$ cat src/rtl/core/rtcm_pkg.sv
// ----------------------------------------------------------------------------
// rtcm_pkg: shared types and constants of the three-wire RTC register master
// Phase codes, request codes, register indexes, command bits and the item
// and result records that pass between the sequencer and the top level.
// ----------------------------------------------------------------------------
`timescale 1ns / 1ps
`default_nettype none

package rtcm_pkg;

  // pin sequencer phases
  typedef enum logic [2:0] {
    PH_IDLE      = 3'd0,
    PH_GUARD_ON  = 3'd1,
    PH_SEND_LOW  = 3'd2,
    PH_SEND_HIGH = 3'd3,
    PH_READ_LOW  = 3'd4,
    PH_READ_HIGH = 3'd5,
    PH_GUARD_OFF = 3'd6
  } phase_t;

  // request codes
  localparam logic [1:0] REQ_TICK  = 2'd0;
  localparam logic [1:0] REQ_WRITE = 2'd1;
  localparam logic [1:0] REQ_READ  = 2'd2;

  // configuration register indexes
  localparam logic CFG_HALF_BIT = 1'b0;
  localparam logic CFG_GUARD    = 1'b1;

  // command byte marks
  localparam logic [7:0] CMD_WRITE = 8'h80;
  localparam logic [7:0] CMD_READ  = 8'h81;

  // reset values of the timing registers
  localparam logic [7:0] HALF_BIT_RESET = 8'd1;
  localparam logic [7:0] GUARD_RESET    = 8'd1;

  // bit counts that end the command byte and the whole frame
  localparam logic [4:0] BITS_CMD   = 5'd8;
  localparam logic [4:0] BITS_FRAME = 5'd16;

  typedef struct packed {
    logic [1:0] req_type;
    logic [5:0] reg_addr;
    logic [7:0] wr_data;
    logic       io_in;
  } item_t;

  typedef struct packed {
    logic       chip_enable;
    logic       serial_clock;
    logic       io_out;
    logic       io_drive;
    logic       busy_res;
    logic       done_res;
    logic [7:0] rd_data;
    logic       rejected;
  } result_t;

endpackage

`default_nettype wire

$ cat src/rtl/core/rtcm_req_if.sv
// ----------------------------------------------------------------------------
// rtcm_req_if: request channel
// Valid/ready channel that carries one tick item to the RTC master.
// ----------------------------------------------------------------------------
`timescale 1ns / 1ps
`default_nettype none

interface rtcm_req_if;
  logic       valid;
  logic       ready;
  logic [1:0] req_type;
  logic [5:0] reg_addr;
  logic [7:0] wr_data;
  logic       io_in;

  modport source (output valid, output req_type, output reg_addr, output wr_data,
                  output io_in, input ready);
  modport sink (input valid, input req_type, input reg_addr, input wr_data,
                input io_in, output ready);
endinterface

`default_nettype wire

$ cat src/rtl/core/rtcm_res_if.sv
// ----------------------------------------------------------------------------
// rtcm_res_if: result channel
// Valid/ready channel that carries the pin levels and status of one tick.
// ----------------------------------------------------------------------------
`timescale 1ns / 1ps
`default_nettype none

interface rtcm_res_if;
  logic       valid;
  logic       ready;
  logic       chip_enable;
  logic       serial_clock;
  logic       io_out;
  logic       io_drive;
  logic       busy_res;
  logic       done_res;
  logic [7:0] rd_data;
  logic       rejected;

  modport source (output valid, output chip_enable, output serial_clock, output io_out,
                  output io_drive, output busy_res, output done_res, output rd_data,
                  output rejected, input ready);
  modport sink (input valid, input chip_enable, input serial_clock, input io_out,
                input io_drive, input busy_res, input done_res, input rd_data,
                input rejected, output ready);
endinterface

`default_nettype wire

$ cat src/rtl/core/three_wire_rtc_register_master.sv
// ----------------------------------------------------------------------------
// three_wire_rtc_register_master: three-wire RTC link master, one register
// Drives chip enable, serial clock and the data line for single register
// writes and reads, one tick item at a time.
// ----------------------------------------------------------------------------
// Usage:
//   req carries one tick per item: a request code (plain tick, write, read),
//   the register address, the write byte and the sampled data pin level.
//   res returns one item per tick with the pin levels to drive, busy, done,
//   the read byte (on the done tick of a read) and a reject flag for a
//   request that arrived while a transaction was running.
//   cfg_we/cfg_index/cfg_wdata write half_bit_ticks (index 0) and
//   enable_guard_ticks (index 1); write them only while no item is in flight.
//   A running transaction takes the new lengths from its next tick on.
// Timing:
//   An item is registered in the input register on acceptance, and its result
//   is registered in the result register when the sequencer steps on it. One item is
//   accepted every cycle while res is taken: the input register and the result register form a
//   two-stage pipeline set by the single-tick sequencer update.
// Reset:
//   rst (synchronous) puts the link in idle with all pins low, the driver
//   off, both pipeline stages empty and both timing registers at 1.
// Stall:
//   When res is not taken the result holds, the input register fills, and
//   req.ready drops; nothing is lost or repeated.
// ----------------------------------------------------------------------------
`timescale 1ns / 1ps
`default_nettype none

module three_wire_rtc_register_master (
  input  wire logic       clk,
  input  wire logic       rst,
  input  wire logic       cfg_we,
  input  wire logic       cfg_index,
  input  wire logic [7:0] cfg_wdata,
  rtcm_req_if.sink        req,
  rtcm_res_if.source      res
);

  logic [7:0]        half_bit_ticks;
  logic [7:0]        enable_guard_ticks;
  logic              item_valid;
  rtcm_pkg::item_t   item;
  logic              step;
  rtcm_pkg::result_t step_result;
  logic              res_valid;
  rtcm_pkg::result_t res_data;

  // timing registers
  always_ff @(posedge clk) begin
    if (rst) begin
      half_bit_ticks     <= rtcm_pkg::HALF_BIT_RESET;
      enable_guard_ticks <= rtcm_pkg::GUARD_RESET;
    end else if (cfg_we) begin
      unique case (cfg_index)
        rtcm_pkg::CFG_HALF_BIT: half_bit_ticks     <= cfg_wdata;
        rtcm_pkg::CFG_GUARD:    enable_guard_ticks <= cfg_wdata;
        default:                half_bit_ticks     <= half_bit_ticks;
      endcase
    end
  end

  // advance the sequencer when an item waits and the result slot frees
  assign step      = item_valid && (!res_valid || res.ready);
  assign req.ready = !item_valid || step;

  // input register
  always_ff @(posedge clk) begin
    if (rst) begin
      item_valid <= 1'b0;
    end else if (req.ready) begin
      item_valid <= req.valid;
    end
  end

  always_ff @(posedge clk) begin
    if (req.valid && req.ready) begin
      item.req_type <= req.req_type;
      item.reg_addr <= req.reg_addr;
      item.wr_data  <= req.wr_data;
      item.io_in    <= req.io_in;
    end
  end

  rtcm_seq u_seq (
    .clk                (clk),
    .rst                (rst),
    .step               (step),
    .item               (item),
    .half_bit_ticks     (half_bit_ticks),
    .enable_guard_ticks (enable_guard_ticks),
    .result             (step_result)
  );

  // result register
  always_ff @(posedge clk) begin
    if (rst) begin
      res_valid <= 1'b0;
    end else if (step) begin
      res_valid <= 1'b1;
    end else if (res.ready) begin
      res_valid <= 1'b0;
    end
  end

  always_ff @(posedge clk) begin
    if (step) begin
      res_data <= step_result;
    end
  end

  assign res.valid        = res_valid;
  assign res.chip_enable  = res_data.chip_enable;
  assign res.serial_clock = res_data.serial_clock;
  assign res.io_out       = res_data.io_out;
  assign res.io_drive     = res_data.io_drive;
  assign res.busy_res     = res_data.busy_res;
  assign res.done_res     = res_data.done_res;
  assign res.rd_data      = res_data.rd_data;
  assign res.rejected     = res_data.rejected;

endmodule

`default_nettype wire

$ cat src/rtl/core/rtcm_seq.sv
// ----------------------------------------------------------------------------
// rtcm_seq: pin sequencer of the RTC master
// Holds the transaction state and advances it by one tick whenever step is
// high, producing the pin levels and status of that tick.
// ----------------------------------------------------------------------------
`timescale 1ns / 1ps
`default_nettype none

module rtcm_seq (
  input  wire logic             clk,
  input  wire logic             rst,
  input  wire logic             step,
  input  wire rtcm_pkg::item_t  item,
  input  wire logic [7:0]       half_bit_ticks,
  input  wire logic [7:0]       enable_guard_ticks,
  output rtcm_pkg::result_t     result
);

  rtcm_pkg::phase_t phase, phase_next;
  logic [4:0]  bit_count, bit_count_next;
  logic [7:0]  tick_count, tick_count_next;
  logic [15:0] out_shift, out_shift_next;
  logic [7:0]  in_shift, in_shift_next;
  logic        is_read, is_read_next;
  logic        ce, ce_next;
  logic        sclk, sclk_next;
  logic        io, io_next;
  logic        drive, drive_next;

  logic        start;
  logic        finished;
  logic        reject;
  logic [4:0]  bc_inc;
  logic [7:0]  phase_len;
  logic [7:0]  cmd_byte;

  // state registers, advanced once per tick item
  always_ff @(posedge clk) begin
    if (rst) begin
      phase      <= rtcm_pkg::PH_IDLE;
      bit_count  <= '0;
      tick_count <= '0;
      out_shift  <= '0;
      in_shift   <= '0;
      is_read    <= 1'b0;
      ce         <= 1'b0;
      sclk       <= 1'b0;
      io         <= 1'b0;
      drive      <= 1'b0;
    end else if (step) begin
      phase      <= phase_next;
      bit_count  <= bit_count_next;
      tick_count <= tick_count_next;
      out_shift  <= out_shift_next;
      in_shift   <= in_shift_next;
      is_read    <= is_read_next;
      ce         <= ce_next;
      sclk       <= sclk_next;
      io         <= io_next;
      drive      <= drive_next;
    end
  end

  assign start  = (item.req_type == rtcm_pkg::REQ_WRITE) ||
                  (item.req_type == rtcm_pkg::REQ_READ);
  assign bc_inc = bit_count + 5'd1;

  // length of the current phase; a zero half bit counts as one
  always_comb begin
    if (phase == rtcm_pkg::PH_GUARD_ON || phase == rtcm_pkg::PH_GUARD_OFF) begin
      phase_len = enable_guard_ticks;
    end else if (half_bit_ticks == 8'd0) begin
      phase_len = 8'd1;
    end else begin
      phase_len = half_bit_ticks;
    end
  end

  // command byte: address in bits 1 to 6, read flag in bit 0
  assign cmd_byte = ((item.req_type == rtcm_pkg::REQ_READ) ? rtcm_pkg::CMD_READ
                                                            : rtcm_pkg::CMD_WRITE)
                    | {1'b0, item.reg_addr, 1'b0};

  // next state of one tick
  always_comb begin
    phase_next      = phase;
    bit_count_next  = bit_count;
    tick_count_next = tick_count;
    out_shift_next  = out_shift;
    in_shift_next   = in_shift;
    is_read_next    = is_read;
    ce_next         = ce;
    sclk_next       = sclk;
    io_next         = io;
    drive_next      = drive;
    finished        = 1'b0;
    reject          = 1'b0;

    if (phase == rtcm_pkg::PH_IDLE) begin
      // open a transaction: raise chip enable and load the frame
      if (start) begin
        is_read_next    = (item.req_type == rtcm_pkg::REQ_READ);
        out_shift_next  = (item.req_type == rtcm_pkg::REQ_READ) ? {8'h00, cmd_byte}
                                                                 : {item.wr_data, cmd_byte};
        in_shift_next   = '0;
        bit_count_next  = '0;
        ce_next         = 1'b1;
        sclk_next       = 1'b0;
        phase_next      = rtcm_pkg::PH_GUARD_ON;
        tick_count_next = 8'd1;
        // no guard: place the first command bit at once
        if (enable_guard_ticks == 8'd0) begin
          drive_next = 1'b1;
          io_next    = cmd_byte[0];
          phase_next = rtcm_pkg::PH_SEND_LOW;
        end
      end
    end else begin
      reject = start;
      if (tick_count < phase_len) begin
        tick_count_next = tick_count + 8'd1;
      end else begin
        tick_count_next = 8'd1;
        unique case (phase)
          rtcm_pkg::PH_GUARD_ON: begin
            drive_next = 1'b1;
            sclk_next  = 1'b0;
            io_next    = out_shift[bit_count[3:0]];
            phase_next = rtcm_pkg::PH_SEND_LOW;
          end
          rtcm_pkg::PH_SEND_LOW: begin
            sclk_next  = 1'b1;
            phase_next = rtcm_pkg::PH_SEND_HIGH;
          end
          rtcm_pkg::PH_SEND_HIGH: begin
            sclk_next      = 1'b0;
            bit_count_next = bc_inc;
            // set the data line high at each byte end, unless another bit follows
            if (bc_inc[2:0] == 3'd0) begin
              io_next = 1'b1;
            end
            if (bc_inc < (is_read ? rtcm_pkg::BITS_CMD : rtcm_pkg::BITS_FRAME)) begin
              drive_next = 1'b1;
              io_next    = out_shift[bc_inc[3:0]];
              phase_next = rtcm_pkg::PH_SEND_LOW;
            end else if (is_read) begin
              drive_next = 1'b0;
              phase_next = rtcm_pkg::PH_READ_LOW;
            end else begin
              phase_next = rtcm_pkg::PH_GUARD_OFF;
              if (enable_guard_ticks == 8'd0) begin
                ce_next         = 1'b0;
                phase_next      = rtcm_pkg::PH_IDLE;
                tick_count_next = '0;
                finished        = 1'b1;
              end
            end
          end
          rtcm_pkg::PH_READ_LOW: begin
            // sample the data pin, then raise the clock or close
            if (item.io_in) begin
              in_shift_next[bit_count[2:0]] = 1'b1;
            end
            bit_count_next = bc_inc;
            if (bc_inc < rtcm_pkg::BITS_FRAME) begin
              sclk_next  = 1'b1;
              phase_next = rtcm_pkg::PH_READ_HIGH;
            end else begin
              sclk_next  = 1'b0;
              phase_next = rtcm_pkg::PH_GUARD_OFF;
              if (enable_guard_ticks == 8'd0) begin
                ce_next         = 1'b0;
                phase_next      = rtcm_pkg::PH_IDLE;
                tick_count_next = '0;
                finished        = 1'b1;
              end
            end
          end
          rtcm_pkg::PH_READ_HIGH: begin
            drive_next = 1'b0;
            sclk_next  = 1'b0;
            phase_next = rtcm_pkg::PH_READ_LOW;
          end
          default: begin
            // end of the closing guard, or a code with no meaning
            ce_next         = 1'b0;
            sclk_next       = 1'b0;
            phase_next      = rtcm_pkg::PH_IDLE;
            tick_count_next = '0;
            finished        = 1'b1;
          end
        endcase
      end
    end
  end

  // result of this tick
  always_comb begin
    result.chip_enable  = ce_next;
    result.serial_clock = sclk_next;
    result.io_out       = io_next;
    result.io_drive     = drive_next;
    result.busy_res     = (phase_next != rtcm_pkg::PH_IDLE);
    result.done_res     = finished;
    result.rd_data      = (finished && is_read_next) ? in_shift_next : 8'h00;
    result.rejected     = reject;
  end

endmodule

`default_nettype wire
$ cat src/flat_wrapper.sv
// flat-port wrapper written by rule: the top's interface ports become plain ports
module three_wire_rtc_register_master_flat 
  (clk, rst, cfg_we, cfg_index, cfg_wdata, req_valid, req_req_type, req_reg_addr, req_wr_data, req_io_in, req_ready, res_valid, res_chip_enable, res_serial_clock, res_io_out, res_io_drive, res_busy_res, res_done_res, res_rd_data, res_rejected, res_ready);
  rtcm_req_if req_i ();
  rtcm_res_if res_i ();
  input  wire logic clk;
  input  wire logic rst;
  input  wire logic cfg_we;
  input  wire logic cfg_index;
  input  wire logic [7:0] cfg_wdata;
  input wire logic [$bits(req_i.valid)-1:0] req_valid;
  input wire logic [$bits(req_i.req_type)-1:0] req_req_type;
  input wire logic [$bits(req_i.reg_addr)-1:0] req_reg_addr;
  input wire logic [$bits(req_i.wr_data)-1:0] req_wr_data;
  input wire logic [$bits(req_i.io_in)-1:0] req_io_in;
  output wire logic [$bits(req_i.ready)-1:0] req_ready;
  output wire logic [$bits(res_i.valid)-1:0] res_valid;
  output wire logic [$bits(res_i.chip_enable)-1:0] res_chip_enable;
  output wire logic [$bits(res_i.serial_clock)-1:0] res_serial_clock;
  output wire logic [$bits(res_i.io_out)-1:0] res_io_out;
  output wire logic [$bits(res_i.io_drive)-1:0] res_io_drive;
  output wire logic [$bits(res_i.busy_res)-1:0] res_busy_res;
  output wire logic [$bits(res_i.done_res)-1:0] res_done_res;
  output wire logic [$bits(res_i.rd_data)-1:0] res_rd_data;
  output wire logic [$bits(res_i.rejected)-1:0] res_rejected;
  input wire logic [$bits(res_i.ready)-1:0] res_ready;
  assign req_i.valid = req_valid;
  assign req_i.req_type = req_req_type;
  assign req_i.reg_addr = req_reg_addr;
  assign req_i.wr_data = req_wr_data;
  assign req_i.io_in = req_io_in;
  assign req_ready = req_i.ready;
  assign res_valid = res_i.valid;
  assign res_chip_enable = res_i.chip_enable;
  assign res_serial_clock = res_i.serial_clock;
  assign res_io_out = res_i.io_out;
  assign res_io_drive = res_i.io_drive;
  assign res_busy_res = res_i.busy_res;
  assign res_done_res = res_i.done_res;
  assign res_rd_data = res_i.rd_data;
  assign res_rejected = res_i.rejected;
  assign res_i.ready = res_ready;
  three_wire_rtc_register_master u_core (.clk(clk), .rst(rst), .cfg_we(cfg_we), .cfg_index(cfg_index), .cfg_wdata(cfg_wdata), .req(req_i), .res(res_i));
endmodule
$ cat config.mk
export PLATFORM = sky130hd
export DESIGN_NAME = three_wire_rtc_register_master_flat
export DESIGN_NICKNAME = d
export VERILOG_FILES = /design/src/rtl/core/rtcm_pkg.sv /design/src/rtl/core/rtcm_req_if.sv /design/src/rtl/core/rtcm_res_if.sv /design/src/rtl/core/three_wire_rtc_register_master.sv /design/src/rtl/core/rtcm_seq.sv /design/src/flat_wrapper.sv
export SDC_FILE = /design/constraint.sdc
export NUM_CORES = 1
export LEC_CHECK = 0
export BUFFER_PORTS_ARGS = -buffer_cell sky130_fd_sc_hd__buf_2
export CAP_MARGIN = 25
export CORE_AREA = 3 3 131 133
export DETAILED_ROUTE_END_ITERATION = 8
export DIE_AREA = 0 0 134 136
export PLACE_DENSITY = 0.5
export SLEW_MARGIN = 20
export SYNTH_ARGS = -nofsm -noshare
export SYNTH_HDL_FRONTEND = slang
export SYNTH_HIERARCHICAL = 1
export SYNTH_SLANG_ARGS = --single-unit
$ cat constraint.sdc
create_clock -name clk -period 7.4 [get_ports clk]
set_input_delay 0.37 -clock clk [delete_from_list [all_inputs] [get_ports clk]]
set_output_delay 0.37 -clock clk [all_outputs]
set_load 0.03 [all_outputs]
# Word level (Yosys, flattened, before mapping)
# Cells that the tools add are included.
[totals] latchBits=0 inputBits=31 mem_count=0 ramBits=0 romBits=0 output_inout_bits=17 regBits=95
[classes] shift=0 bitwise=3 magnitude_cmp=7 eq_ne=10 addsub=2 multipliers=0 div=0 muxes=75 n_reduce_logical=24
[ops] cell="8-bit two-way mux" count=11
[ops] cell="1-bit two-way mux" count=40
[ops] cell="5-bit two-way mux" count=5
[ops] cell="8-bit case mux with 3 select lines" count=1
[ops] cell="3-bit two-way mux" count=7
[ops] cell="8-bit logical NOT" count=2
[ops] cell="16-bit two-way mux" count=1
[ops] cell="3-bit case mux with 5 select lines" count=1
[ops] cell="4-bit by 5-bit < comparator with 1-bit output (second input constant)" count=2
[ops] cell="3-bit == test (second input constant)" count=3
[ops] cell="1-bit case mux with 3 select lines" count=3
[ops] cell="8-bit by 1-bit adder with 8-bit output (second input constant)" count=1
[ops] cell="1-bit binary-select mux with 4-bit select" count=2
[ops] cell="8-bit < comparator" count=1
[ops] cell="8-bit by 7-bit OR with 8-bit output" count=1
[ops] cell="8-bit OR" count=1
[ops] cell="3-bit by 2-bit == test with 1-bit output (second input constant)" count=2
[ops] cell="3-bit logical NOT" count=2
[ops] cell="2-bit AND reduction" count=3
[ops] cell="5-bit by 1-bit adder with 5-bit output (second input constant)" count=1
[ops] cell="5-bit < comparator" count=1
[ops] cell="5-bit < comparator (second input constant)" count=1
[ops] cell="1-bit logical AND" count=4
[ops] cell="1-bit logical OR" count=4
[ops] cell="other kinds (17)" count=21

# Longest topological paths before layout
# Gate-level depths: netlist of the first run.
[logic_depth] word_depth=9 ltp_mapped=13 ltp_nobuf=10

# By module
# Netlist of the first run, hierarchy kept.
[by_module_without_submodules] mod="rtcm_seq" cells_each=367 n_inst=1 area_per_inst_um2=3041.7 seq_area_each_um2=900.9
[by_module_without_submodules] mod="three_wire_rtc_register_master" cells_each=107 n_inst=1 area_per_inst_um2=1732.9 seq_area_each_um2=1321.3

# Worst setup path before layout of the first run
# Ideal clock, no wire load.
[synth_timing] path_kind="register to register" start="register u_core.u_seq.phase[0]" end="register u_core.res_data (netlist bit u_core/res.serial_clock), data pin" arrival_ns=3.120 path_stages_with_launch=13 n_path_buf=5 required_ns=7.149 setup_slack_ns=4.029 path_cell_list="dfxtp_1 buf_4 clkbuf_1 o22ai_1 mux2i_1 ha_1 a211o_1 a2111o_1 and2_1 buf_12 buf_2 a32o_1 buf_4"
[synth_between] elab_chain_cells=6
[synth_rtl] element="start, declared" line_no="rtcm_seq.sv:19" rtl="rtcm_pkg::phase_t phase, phase_next;"
[synth_rtl] element="start signal, assigned" line_no="rtcm_seq.sv:40" rtl="phase <= rtcm_pkg::PH_IDLE;"
[synth_rtl] element="start signal, assigned" line_no="rtcm_seq.sv:51" rtl="phase <= phase_next;"
[synth_rtl] element="3-bit by 1-bit == test with 1-bit output / 3-bit == test (equally long branches)" line_no="rtcm_seq.sv:70" rtl="if (phase == rtcm_pkg::PH_GUARD_ON || phase == rtcm_pkg::PH_GUARD_OFF) begin"
[synth_rtl] element="1-bit logical OR" line_no="rtcm_seq.sv:70"
[synth_rtl] element="8-bit two-way mux" line_no="rtcm_seq.sv:70"
[synth_rtl] element="8-bit < comparator" line_no="rtcm_seq.sv:120" rtl="if (tick_count < phase_len) begin"
[synth_rtl] element="1-bit two-way mux" line_no="rtcm_seq.sv:120"
[synth_rtl] element="1-bit two-way mux *" line_no="rtcm_seq.sv:99" rtl="if (phase == rtcm_pkg::PH_IDLE) begin"
[synth_rtl] element="named net u_core.u_seq.sclk_next" line_no="rtcm_seq.sv:26" rtl="logic sclk, sclk_next;"
[synth_rtl] element="end signal, assigned" line_no="three_wire_rtc_register_master.sv:108" rtl="res_data <= step_result;"
[synth_rtl] element="end, declared" line_no="three_wire_rtc_register_master.sv:47" rtl="rtcm_pkg::result_t res_data;"
# Mark *: on every way through the listed nets, which the timed path passes. The rest lies on a longest branch.
# A chain may end at the register's enable or synchronous reset.

# Worst setup path in the final report of the first run
[layout_timing] start="register u_core.u_seq.phase[0]" end="register u_core.res_data (netlist bit u_core/res.rd_data[6]), data pin"
[layout_between] elab_chain_cells=7
[layout_rtl] element="3-bit by 1-bit == test with 1-bit output / 3-bit == test (equally long branches)" line_no="rtcm_seq.sv:70, rtcm_seq.sv:124"
[layout_rtl] element="1-bit logical OR" line_no="rtcm_seq.sv:70"
[layout_rtl] element="8-bit two-way mux" line_no="rtcm_seq.sv:70"
[layout_rtl] element="8-bit < comparator" line_no="rtcm_seq.sv:120"
[layout_rtl] element="1-bit two-way mux" line_no="rtcm_seq.sv:120"
[layout_rtl] element="1-bit two-way mux" line_no="rtcm_seq.sv:99"
[layout_rtl] element="1-bit logical AND" line_no="rtcm_seq.sv:205" rtl="result.rd_data = (finished && is_read_next) ? in_shift_next : 8'h00;"
# Several ways; a longest one is shown, not always the timed one.

==> results of run 1 <==
## report_power, final
part | leakage [nW] | internal, mW | switching [mW] | total (mW)
Clock | 0.147 | 0.274 | 0.202 | 0.476
Combinational | 0.993 | 0.0503 | 0.0929 | 0.143
Sequential | 0.820 | 0.563 | 0.0182 | 0.581
## routing by layer
layer | routed length, µm | part of all wire (%) | vias to the layer above
li1 | - | - | 1801
met1 | 5420 | 47 | 1757
met2 | 5250 | 46 | 81
met3 | 599 | 5.2 | 10
met4 | 197 | 1.7 | 0
met5 | 0 | 0 | -
## logic make-up (layout without fill, tap and decap cells)
logic type               after synthesis  in the layout  synth area share, %
AO/OA/AOI/OAI                        102            102                 14.9
XOR/XNOR                               6              6                 1.10
adder cells (fa/ha/maj)               12             12                 3.14
buffers and inverters                 45             79                 5.19
flip-flops                            95             95                 46.5
multiplexers                          34             34                 9.80
AND/OR/NAND/NOR                      180            180                 19.3
## synth_stat cells, drive strengths merged (6+ instances only)
master	instances	share of area (%)
nor2	32	2.6
a21oi	39	4.2
mux4	9	4.6
buf	18	3.1
nand2b	29	3.8
inv	12	0.94
nand3b	9	1.4
nor3	9	1.0
a32o	6	1.3
ha	12	3.1
o21ai	13	1.4
nor2b	9	1.2
dfxtp	63	26
nand2	52	4.1
edfxtp	32	20
nand4	7	0.92
nor4	6	0.79
nand3	13	1.4
mux2i	25	5.2
clkbuf	15	1.2
## cell type report
class                   instances  area (µm²)
clock buffers                  11         243
clock inverters                 5        63.8
fillers                      1668       10500
inverters                      12        45.0
multi-input cells             334        2300
flip-flops and latches         95        2220
well taps                     216         270
repair buffers                 51         265
## final timing paths
check	from	to	slack (ns)
setup reg to reg	u_core/u_seq/phase[0]$_SDFFE_PP0P_	u_core/res.rd_data[6]$_DFFE_PP_	3.16
hold / removal	req_reg_addr[5]	u_core/item[14]$_DFFE_PP_	0.19
setup / recovery	u_core/u_seq/phase[0]$_SDFFE_PP0P_	u_core/res.rd_data[6]$_DFFE_PP_	3.16
hold reg to reg	u_core/u_seq/in_shift[6]$_SDFFE_PP0P_	u_core/u_seq/in_shift[6]$_SDFFE_PP0P_	0.45
## sequential cells by signal, summed over array words and instances (netlist names), 3 cells and up
name	cells
u_core/enable_guard_ticks	8
u_core/half_bit_ticks	8
u_core/u_seq/tick_count	8
u_core/u_seq/phase	3
u_core/u_seq/out_shift	16
u_core/u_seq/in_shift	8
u_core/u_seq/bit_count	5
u_core/res.rd_data	8
u_core/item	17
## metrics by stage
| step | util (%) | hold WS (ns) |
|---|---|---|
| 2_1_floorplan | - | 0.425 |
| 3_3_place_gp | 32.0 | 0.436 |
| 3_5_place_dp | 32.0 | 0.441 |
| 4_1_cts | 34.0 | 0.175 |
| 5_1_grt | 34.0 | 0.178 |
| 6_report | 34.0 | 0.191 |
==> results_dict.tcl, run 1 <==
set metrics [dict create \
    place_area_mm2 0.00511 \
    rows 46 \
    maxSlewViolCount 0 \
    holdBufCountCts 0 \
    cts_setup_buffers 0 \
    drc 0 \
    final-instance-count-excl-fill 724 \
    outcome "complete, no violations" \
    clkTransAtPathRegs_ns 0.07 \
    vdd_drop_max_uv 93.7 \
    cpLargestDelayFamily "compound AO/OA/AOI/OAI gates" \
    syn-num-nets 517 \
    finalSetupTns_ns 0 \
    port_buffers 47 \
    grt_pass1_vias 3688 \
    core_area_mm2 0.0159 \
    path_depth 10 \
    cts_buffers 9 \
    worstRegToRegCells 10 \
    grt_max_degree 65 \
    hold_depth 1 \
    die_w_um 134 \
    layout_commonest_cell "dfxtp_1" \
    dp.final_hpwl_mm 8.23 \
    area_growth_pct 13.4 \
    busiest_layer "met2" \
    grt_use_met1_pct 17.2 \
    layout_common_cells "dfxtp_1 (63), nand2_1 (52), buf_2 (47)" \
    clkLatencyLatePin_ns 0.35 \
    leakage_nw 1.96 \
    cts_resized 0 \
    crit_path_start_kind "flop" \
    critPathMaxFanout 19 \
    post-place-ws_ns 3.21 \
    path_class "flop to flop" \
    syn-cell-area_mm2 0.00477 \
    yosys_warnings 6 \
    synth_seq_cells 95 \
    met3_usage_pct 3.18 \
    grt_setup_unrepaired "false" \
    synthFlopType "dfxtp_1" \
    vias 3649 \
    drive_above_1_share_pct 15.7 \
    post_drt_wl_per_cell_um 15.8 \
    wl_mm 11.5 \
    gp_congestion 0.874 \
    final-setup-viol-count 0 \
    crit_required_ns 7.59 \
    die-height_um 136 \
    antenna_left 0 \
    grt-ovfl-total 0 \
    antenna_found_initial 0 \
    via_per_inst 5.04 \
    power.density_mw_per_mm2 222 \
    synth_edf_count 32 \
    finClkSkew_ns 0.00889 \
    met2_usage_pct 21.2 \
    cts_tree "done" \
    io_pins 48 \
    fmax_mhz 236 \
    finalCritPeriodShare_pct 57.3 \
    postSynthAreaPerCell_um2 10.1 \
    fin_ws_ns 3.16 \
    cts_sinks 95 \
    period_needed_ns 4.24 \
    root_buffer "clkbuf_16" \
    drt_iter0_drc 286 \
    design_area_mm2 0.00541 \
    critPathCaptureType "flop" \
    grt_pass1_wl_mm 19.0 \
    cts.path.max_buffers 2 \
    netlist_instances 474 \
    grtUsageTotal_pct 13.2 \
    dieArea_mm2 0.0182 \
    synthArstFlopShare_pct 0 \
    drv_cap 0 \
    dpl.cell_count 708 \
    slew_headroom_pct 35.4 \
    tightest_slew_ns 0.956 \
    finalNetCount 546 \
    yosysSeqAreaShare_pct 46.5 \
    start_util_pct 29.9 \
    drt-pass1-iter-count 4 \
    hp-class "input port to flop" \
    cpPeakStageDelay_ns 0.77 \
    yosysUniqueCellTypes 63 \
    n_antenna_cell 0 \
    htreeDepth 3 \
    path_buf_inv 0 \
    hold_violations 0 \
    crit_arrival_ns 4.43 \
    total_power_mw 1.20 \
    crit_chain "nand2b_1, o22ai_1, mux2i_1, ha_1, nand2_1, o21ai_0, o21bai_1, and2_1, nand4_1, a21oi_1" \
    critPathSlowestCell "dfxtp_1" \
]
Power figures use the tool's default switching activity.
==> inputs of run 2 (changes only) <==
--- a/config.mk
+++ b/config.mk
@@ -5,11 +5,12 @@
 export SDC_FILE = /design/constraint.sdc
 export NUM_CORES = 1
 export LEC_CHECK = 0
+export ABC_AREA = 1
 export BUFFER_PORTS_ARGS = -buffer_cell sky130_fd_sc_hd__buf_2
 export CAP_MARGIN = 25
-export CORE_AREA = 3 3 131 133
+export CORE_AREA = 3 3 132 134
 export DETAILED_ROUTE_END_ITERATION = 8
-export DIE_AREA = 0 0 134 136
+export DIE_AREA = 0 0 135 137
 export PLACE_DENSITY = 0.5
 export SLEW_MARGIN = 20
 export SYNTH_ARGS = -nofsm -noshare
==> constraint.sdc (replaced) <==
create_clock -name clk -period 4.23 [get_ports clk]
set_input_delay 0.2115 -clock clk [delete_from_list [all_inputs] [get_ports clk]]
set_output_delay 0.2115 -clock clk [all_outputs]
set_load 0.03 [all_outputs]
==> results_dict.tcl, run 2 <==
set metrics [dict create \
    crit_path_start_kind "flop" \
    drt-pass1-iter-count 5 \
    cts_tree "done" \
    synthSimpleGateAreaFrac_pct 25.9 \
    holdWs_ns 0.0440 \
    finalSetupTns_ns 0 \
    antenna_left 0 \
    grt_setup_unrepaired "false" \
    vias 4022 \
    finalNetCount 695 \
    synthAdderAreaFrac_pct 3.10 \
    dieArea_mm2 0.0185 \
    postSynthAreaPerCell_um2 7.83 \
    worstRegToRegCells 13 \
    synth_area_leader_cell "dfxtp_1" \
    synthTopCellsByCount "nand2_1 (107), nor2_1 (88), inv_1 (73)" \
    finClkSkew_ns 0.00539 \
    die-height_um 137 \
    reg.largest.list "u_core/item x17, u_core/u_seq/out_shift x16" \
    wl_mm 11.1 \
    crit_required_ns 4.32 \
    antenna_found_initial 0 \
    grt_max_degree 45 \
    top_register "u_core/item" \
    clkLatencyLatePin_ns 0.34 \
    layout_common_cells "nand2_1 (107), nor2_1 (88), inv_1 (73)" \
    root_buffer "clkbuf_16" \
    synth_top_area_share_pct 26.0 \
    post_drt_wl_per_cell_um 12.6 \
    period_needed_ns 2.96 \
    muxShareOfSynthArea_pct 0 \
    finalCritPeriodShare_pct 69.9 \
    netlist_instances 619 \
    drv_cap 0 \
    total_power_mw 2.15 \
    hold_path_startpoint "req_reg_addr[5]" \
    rows 47 \
    slew_headroom_pct 50.2 \
    r2r-start "u_core/u_seq/phase[2]$_SDFFE_PP0P_" \
    dp.final_hpwl_mm 8.30 \
    layout_commonest_cell "nand2_1" \
    crit_arrival_ns 3.05 \
    vdd_drop_max_uv 145 \
    synthFlopType "dfxtp_1" \
    area_growth_pct 13.7 \
    gp_congestion 0.860 \
    synth.most_common_cell "nand2_1" \
    cts_setup_buffers 0 \
    outcome "complete, no violations" \
    final-setup-viol-count 0 \
    grt_pass1_wl_mm 18.8 \
    fmax_mhz 338 \
    grt_pass1_vias 3848 \
    n_antenna_cell 0 \
    syn-cell-area_mm2 0.00484 \
    die_w_um 135 \
    cts_resized 0 \
    maxSlewViolCount 0 \
    clkTransAtPathRegs_ns 0.06 \
    tightest_slew_ns 0.746 \
    synth_compound_area_share_pct 14.9 \
    grtUsageTotal_pct 12.6 \
    path_class "flop to flop" \
    synth_top_family_by_area "simple AND/OR/NAND/NOR gates" \
    syn-num-nets 662 \
    cp-endpoint "u_core/res.busy_res$_DFFE_PP_" \
    yosys_warnings 6 \
    largest_reg_flops 17 \
    critPathMaxFanout 16 \
    r2r_setup_slack_ns 1.27 \
    yosysSeqAreaShare_pct 45.9 \
    hp-class "input port to flop" \
    worstSetupStartpoint "u_core/u_seq/phase[2]$_SDFFE_PP0P_" \
    synth_edf_count 32 \
    start_util_pct 29.5 \
    io_pins 48 \
    synth_seq_cells 95 \
    leakage_nw 2.25 \
    cts_sinks 95 \
    synth.area.top_cells "dfxtp_1 (26%), edfxtp_1 (20%), nand2_1 (8.3%)" \
    drt_iter0_drc 205 \
    power.density_mw_per_mm2 390 \
    cts.path.max_buffers 2 \
    critPathCaptureType "flop" \
    r2r-end "u_core/res.busy_res$_DFFE_PP_" \
    synthArstFlopShare_pct 0 \
    grt-ovfl-total 0 \
    drc 0 \
    core_area_mm2 0.0164 \
    hold_violations 0 \
    via_per_inst 4.59 \
    synth_xor_area_share_pct 0.542 \
    drive_above_1_share_pct 16.1 \
    htreeDepth 3 \
    yosysUniqueCellTypes 34 \
    cts_buffers 9 \
    port_buffers 47 \
    holdBufCountCts 0 \
]
[run 2: per-stage QoR]
stage	instance area (µm²)	worst slack [ns]	std cells	utilization, %
CTS	5510	1.25	877	33.6
finish	5510	1.27	877	33.6
global placement	5220	1.41	861	31.8
detailed placement	5220	1.25	861	31.8
floorplan	4840	1.53	619	-
global route	5510	0.916	877	33.6
[run 2: area by class of cell]
class	instances	area, µm²
Clock buffer	12	236
Timing Repair Buffer	48	243
Fill cell	1735	10900
Inverter	83	319
Multi-Input combinational cell	415	2160
Tap cell	220	275
Sequential cell	95	2220
Clock inverter	4	47.5
[run 2: power breakdown]
group,switching (mW),internal (mW),total (mW)
combinational,0.234,0.104,0.338
sequential,0.0314,0.995,1.03
clock,0.325,0.457,0.781
[run 2: worst min path at each step]
stage / cells past startpoint / slack, ns / to
2_1_floorplan: 1 / 0.28 / u_core/item_valid$_SDFFE_PP0P_
3_3_place_gp: 1 / 0.39 / u_core/item[8]$_DFFE_PP_
3_5_place_dp: 1 / 0.39 / u_core/item[12]$_DFFE_PP_
4_1_cts: 1 / 0.03 / u_core/item[14]$_DFFE_PP_
5_1_grt: 1 / 0.02 / u_core/item[2]$_DFFE_PP_
6_report: 1 / 0.04 / u_core/item[14]$_DFFE_PP_
[run 2: kinds of logic after synthesis]
family / count (synthesis)
buffers and inverters: 109
adders and majority gates: 12
xor gates and xnor gates: 3
DFF: 95
AOI/OAI and AO/OA: 124
and+or+nand+nor: 276
[run 2: critical path, stage by stage (launching register included)]
cell and delay [ns]:
dfxtp_1 0.49, inv_2 0.12, nand3_4 0.12, nand2_4 0.11, nand2_1 0.08, o21ai_0 0.09, ha_1 0.30, a21oi_1 0.16
nor2_1 0.05, a211oi_1 0.45, nand2_2 0.28, o21ai_1 0.18, nand3_1 0.09, nand3b_1 0.16
[run 2: per-layer routing]
layer  global-route usage, %  up-vias  routed length [µm]
met5                       0        -                   0
met4                    5.49        0                 214
met3                    2.98       15                 604
met2                    18.9      111                4640
met1                    17.3     1788                5630
li1                        -     2108                   -
